### config.mk
export PLATFORM = sky130hd
export DESIGN_NAME = rtct_ctrl
export DESIGN_NICKNAME = d
export VERILOG_FILES = /design/src/rtl/rtct_pkg.sv /design/src/rtl/rtct_ctrl.sv
export SDC_FILE = /design/constraint.sdc
export NUM_CORES = 1
export LEC_CHECK = 0
export BUFFER_PORTS_ARGS = -buffer_cell sky130_fd_sc_hd__buf_4
export CORE_AREA = 8 8 45 47
export CTS_CLUSTER_SIZE = 12
export DETAILED_ROUTE_END_ITERATION = 6
export DIE_AREA = 0 0 53 55
export GPL_TIMING_DRIVEN = 0
export PLACE_DENSITY_LB_ADDON = 0.2
export REMOVE_ABC_BUFFERS = 1
export SYNTH_ARGS = -nofsm -noshare
export SYNTH_HDL_FRONTEND = slang
export SYNTH_SLANG_ARGS = --single-unit
### constraint.sdc
create_clock -name clk -period 3.4 [get_ports clk]
set_input_delay 1.02 -clock clk [delete_from_list [all_inputs] [get_ports clk]]
set_output_delay 1.02 -clock clk [all_outputs]
set_load 0.1 [all_outputs]
### src/rtl/rtct_pkg.sv
// shared types and constants of the region thread count tuner
package rtct_pkg;

  // fixed widths of the request and result fields
  localparam int KEY_BITS        = 64;
  localparam int MEAS_BITS       = 32;
  localparam int TC_BITS         = 12;
  localparam int IDX_BITS        = 6;
  localparam int CFG_INDEX_BITS  = 2;

  // register reset values
  localparam int RESET_CORES     = 64;
  localparam int RESET_START     = 2;

  // configuration register indexes
  localparam logic [CFG_INDEX_BITS-1:0] CFG_NUM_CORES     = 2'd0;
  localparam logic [CFG_INDEX_BITS-1:0] CFG_START_THREADS = 2'd1;

  // request modes
  localparam logic MODE_BEGIN = 1'b0;
  localparam logic MODE_END   = 1'b1;

  // per-region search phase
  typedef enum logic [2:0] {
    PH_REPEAT = 3'd0,
    PH_FIRST  = 3'd1,
    PH_GROW   = 3'd2,
    PH_REFINE = 3'd3,
    PH_LAST   = 3'd4,
    PH_END    = 3'd5
  } phase_t;

  // commands from the controller to the datapath
  typedef struct packed {
    logic capture;
    logic scan_start;
    logic scan;
    logic take_hit;
    logic alloc;
    logic full;
    logic no_region;
    logic rec_read;
    logic step;
    logic emit;
  } ctrl_cmd_t;

  // status from the datapath to the controller
  typedef struct packed {
    logic mode;
    logic hit;
    logic miss;
    logic count_full;
    logic cur_valid;
    logic out_free;
  } dp_status_t;

endpackage

### src/rtl/rtct_ctrl.sv
// controller state machine of the region thread count tuner
module rtct_ctrl
  import rtct_pkg::*;
(
  input  logic       clk,
  input  logic       rst,
  input  logic       in_valid,
  output logic       in_ready,
  output ctrl_cmd_t  cmd,
  input  dp_status_t status
);

  typedef enum logic [5:0] {
    S_IDLE     = 6'b000001,
    S_DISPATCH = 6'b000010,
    S_SCAN     = 6'b000100,
    S_LOAD     = 6'b001000,
    S_STEP     = 6'b010000,
    S_EMIT     = 6'b100000
  } state_t;

  state_t state, state_next;

  assign in_ready = (state == S_IDLE);

  always_ff @(posedge clk) begin
    if (rst) begin
      state <= S_IDLE;
    end else begin
      state <= state_next;
    end
  end

  always_comb begin
    state_next = state;
    cmd        = '0;
    case (state)
      S_IDLE: begin
        if (in_valid) begin
          cmd.capture = 1'b1;
          state_next  = S_DISPATCH;
        end
      end
      S_DISPATCH: begin
        if (status.mode == MODE_BEGIN) begin
          cmd.scan_start = 1'b1;
          state_next     = S_SCAN;
        end else if (status.cur_valid) begin
          state_next = S_LOAD;
        end else begin
          cmd.no_region = 1'b1;
          state_next    = S_EMIT;
        end
      end
      S_SCAN: begin
        cmd.scan = 1'b1;
        if (status.hit) begin
          cmd.take_hit = 1'b1;
          state_next   = S_LOAD;
        end else if (status.miss) begin
          if (status.count_full) begin
            cmd.full = 1'b1;
          end else begin
            cmd.alloc = 1'b1;
          end
          state_next = S_EMIT;
        end
      end
      S_LOAD: begin
        cmd.rec_read = 1'b1;
        state_next   = S_STEP;
      end
      S_STEP: begin
        cmd.step   = 1'b1;
        state_next = S_EMIT;
      end
      S_EMIT: begin
        if (status.out_free) begin
          cmd.emit   = 1'b1;
          state_next = S_IDLE;
        end
      end
      default: begin
        state_next = S_IDLE;
      end
    endcase
  end

endmodule

; Word level (Yosys, flattened, before mapping)
; Cells that the tools add are included.
[op_classes]
n_addsub = 0
mul = 0
n_div = 0
order_cmp = 0
eq_ne = 9
shifts = 0
muxes = 24
n_bitwise = 0
reduce_logical = 1
[ops]
columns = operator, count
row1 = $mux W6, 6
row2 = $pmux W6 S6, 1
row3 = $mux W1, 14
row4 = $eq A6 B1 Y1 const B, 1
row5 = $eq A6 B2 Y1 const B, 1
row6 = $eq A6 B3 Y1 const B, 1
row7 = $eq A6 B4 Y1 const B, 1
row8 = $eq A6 B5 Y1 const B, 1
row9 = $eq A6 B6 Y1 const B, 1
row10 = $mux W2, 2
row11 = $mux W4, 1
row12 = $ne A2 B2 Y1 const B, 2
row13 = $ne A3 B3 Y1 const B, 1
row14 = $reduce_and A3 Y1, 1
[word_totals]
reg_bits = 6
latch_bits = 0
ram_bits = 0
romBits = 0
word_cells = 35
mem_count = 0

; Longest topological paths before layout
[depth]
ltp_word = 4
ltp_mapped = 5

; Least setup slack after synthesis
; No wires, ideal clock.
[synth_path]
kind = input port to output port
start = input port status[1] in the netlist's numbering
end = output port cmd[3] in the netlist's numbering
arrival_ps = 4220
required_ps = 2380
setup_slack_ps = -1840
stages = 1
path_buffers = 0
cell_sequence = nor4b_1
[synth_between]
elab_chain_len = 3
[synth_lines]
columns = item, line_no
row1 = start: declaration, rtct_ctrl.sv:10  ; input dp_status_t status
row2 = $mux W1, rtct_ctrl.sv:48  ; end else if (status.cur_valid) begin
row3 = $mux W1, rtct_ctrl.sv:45  ; if (status.mode == MODE_BEGIN) begin
row4 = $mux W1, rtct_ctrl.sv:37  ; case (state)
row5 = end: declaration, rtct_ctrl.sv:9  ; output ctrl_cmd_t cmd,
; No other way between the ends.

==> run_results.csv <==
group,metric,value,unit
outcome,status,"complete, no violations",
power_and_ir_drop,p_leak,0.257,nW
synthesis,syn_area,402,um^2
layout,top_regs,"state: 6 flops",
grt,grtUsageTotal,0.0803,
critical_path,r2r_setup_slack,1370,ps
die,die_w,53,um
grt,use_met3,0.0455,
synthesis,synth.area.mux_share,0,
clock_tree,cts_sinks,6,
grt,grt.overflow.total,0,
clock_tree,cts_buffers,3,
grt,grt_pass1_wl,1750,um
route,dr.first_iter.drc_count,17,
clock_tree,postCtsSetupBuffers,0,
timing,drv_slew,0,
grt,antenna_found_initial,0,
synthesis,synthDistinctLibCells,24,
critical_path,cp_data_arrival_time,2110,ps
synthesis,synthTopCellsByArea,"dfxtp_1 (30%), nor2_1 (6.5%), nor3b_1 (5.6%)",
die,die_h,55,um
place,place_hpwl,887,um
place,pre_cts_slack,453,ps
layout,layout.nets,85,
critical_path,worstSetupPathType,"reg2out",
timing,tightest_slew,416,ps
synthesis,synth_top_family_by_area,"simple AND/OR/NAND/NOR gates",
layout,largest-register,"state",
route,drtPass1Iterations,4,
route,vias,469,
clock_tree,cts_resized,0,
critical_path,timing.rr.end,"state[0]",
synthesis,yosysTopAreaCellShare,0.299,
clock_tree,h-tree-depth,1,
synthesis,yosys_register_bits,6,
critical_path,r2r_cells,4,
timing,hold_viol_final,0,
clock_tree,cts_root_buf,"clkbuf_4",
die,rows,14,
timing,relSlewSlack,0.719,
place,place_area,559,um^2
timing,worst_slack,266,ps
die,dieArea,0.00292,mm^2
clock_tree,worst_skew_pair.late_latency,240,ps
critical_path,worstPathRequired,2380,ps
critical_path,reg2reg_from,"state[4]",
min_path,holdPathStages,1,
synthesis,yosys.area_share.simple,0.511,
place,gp_congestion,0.728,
timing,skew,4.30,ps
layout,postLayoutCellArea,582,um^2
synthesis,syn_area_per_cell,7.58,um^2
synthesis,syn_inst,53,
clock_tree,clk_pin_slew_worst_paths,40,ps
min_path,hp-class,"reg2reg",
timing,setup_viol,0,
route,drcViolationCount,0,
critical_path,end_kind,"primary output",
min_path,min_from,"state[3]",
timing,fin_crit_sh,0.922,
synthesis,synth_compound_area_frac,0.137,
power_and_ir_drop,ir_drop,219,uV
layout,diodes,0,
route,wl_per_cell,12.4,um
grt,grt_max_degree,10,
layout,largest_register_ffs,6,
route,ant_nets,0,
place,port_buffers,19,
layout,syn_to_final_growth,44.9,%
layout,fillers,147,
critical_path,cp_max_fo,7,
synthesis,yosysTopAreaCell,"dfxtp_1",
grt,grt_pass1_vias,438,
flow_run,cap_violations,0,
timing,rsz0062_at_grt,"no",
timing,max_freq,319,MHz
synthesis,synthAdderAreaFrac,0,
clock_tree,clock_path_buffers,2,
route,routed_via_density,5.21,
min_path,holdPathEnd,"state[4]",
synthesis,synth_xor_area_frac,0.0218,
route,routed_wl,1120,um
critical_path,startpoint_type,"register",
synthesis,seq_area_frac_synth,0.299,
grt,grt_busiest_layer,"met2",
clock_tree,ctsHoldBuffers,0,
die,ioPinCount,20,
grt,grtUsageMet2,0.131,
timing,min_period,3130,ps
clock_tree,cts_tree,"yes",
layout,drive_gt1_frac,0.311,
synthesis,yosys_warnings,0,
die,fp.coreArea,0.00138,mm^2
power_and_ir_drop,p_per_area,512,mW/mm^2
grt,grtUsageMet1,0.0821,
die,initial_core_util,0.290,
-- stage by stage --
stage	total power, mW	std cells	setup TNS, ps	hold slack (ps)	util
final	0.298	90	0	577	0.420
after global routing	0.320	90	0	620	0.420
after detailed placement	0.234	87	0	564	0.404
after CTS	0.301	90	0	568	0.420
after floorplan	0.201	52	-10620	504	-
after global placement	0.234	87	0	581	0.404
-- critical path, stage by stage, from the launching register on --
cell	delay [ps]
dfxtp_1	360
or4_1	670
nor4b_1	460
buf_4	370
-- synthesized netlist by cell type --
| cell | count |
|---|---|
| nor2_1 | 7 |
| dfxtp_1 | 6 |
| nand2_1 | 5 |
| nor3_1 | 4 |
| nor3b_1 | 3 |
| or4_1 | 3 |
| inv_1 | 2 |
| nand2b_1 | 2 |
| nand3_1 | 2 |
| nor4_1 | 2 |
| nor4b_1 | 2 |
| o21ai_0 | 2 |
| o22a_1 | 2 |
| a21oi_1 | 1 |
| a31oi_1 | 1 |
| and2_1 | 1 |
| and3_1 | 1 |
| and3b_1 | 1 |
| buf_2 | 1 |
| o211a_1 | 1 |
| o22ai_1 | 1 |
| or4_4 | 1 |
| or4b_1 | 1 |
| xor2_1 | 1 |
-- worst max path at each step --
stage | start | endpoint | slack (ps) | depth (start not counted)
global route | state[0] | cmd[5] | 120 | 5
CTS | state[4] | cmd[3] | 270 | 3
finish | state[4] | cmd[3] | 270 | 3
detailed placement | status[4] | cmd[4] | 450 | 4
floorplan | status[1] | cmd[3] | -1840 | 1
global placement | status[4] | cmd[4] | 440 | 4
-- cells in the final DEF, fill, tap and decap left out, drive strengths merged, types with 3 or more instances in the layout --
cell     n
buf     19
clkbuf   3
dfxtp    6
nand2    5
nor2     7
nor3     4
nor3b    3
or4      4
-- layout make-up --
type                    instances  area [um^2]  share of cell area
clock buffers                   3         22.5              0.0387
inverters                       2         7.51              0.0129
multi-input cells              44          269               0.462
flip-flops and latches          6          120               0.206
well taps                      16         20.0              0.0344
repair buffers                 19          143               0.245
-- cells by family after synthesis --
family | count (synthesis)
xor gates and xnor gates | 1
AOI/OAI and AO/OA | 8
and+or+nand+nor | 35
DFF | 6
buffers and inverters | 3
-- metal layers --
metal / wire, um / up-vias
li1: - / 245
met1: 493 / 203
met2: 503 / 21
met3: 124 / 0
met4: 0 / 0
met5: 0 / -
-- where the power goes --
part	total (mW)	switching, mW	internal, mW
registers	0.0898	0.0123	0.0774
logic	0.144	0.101	0.0423
clock network	0.0644	0.0246	0.0398
total	0.298	0.138	0.160
No activity file was read; power rests on OpenSTA's default activity.
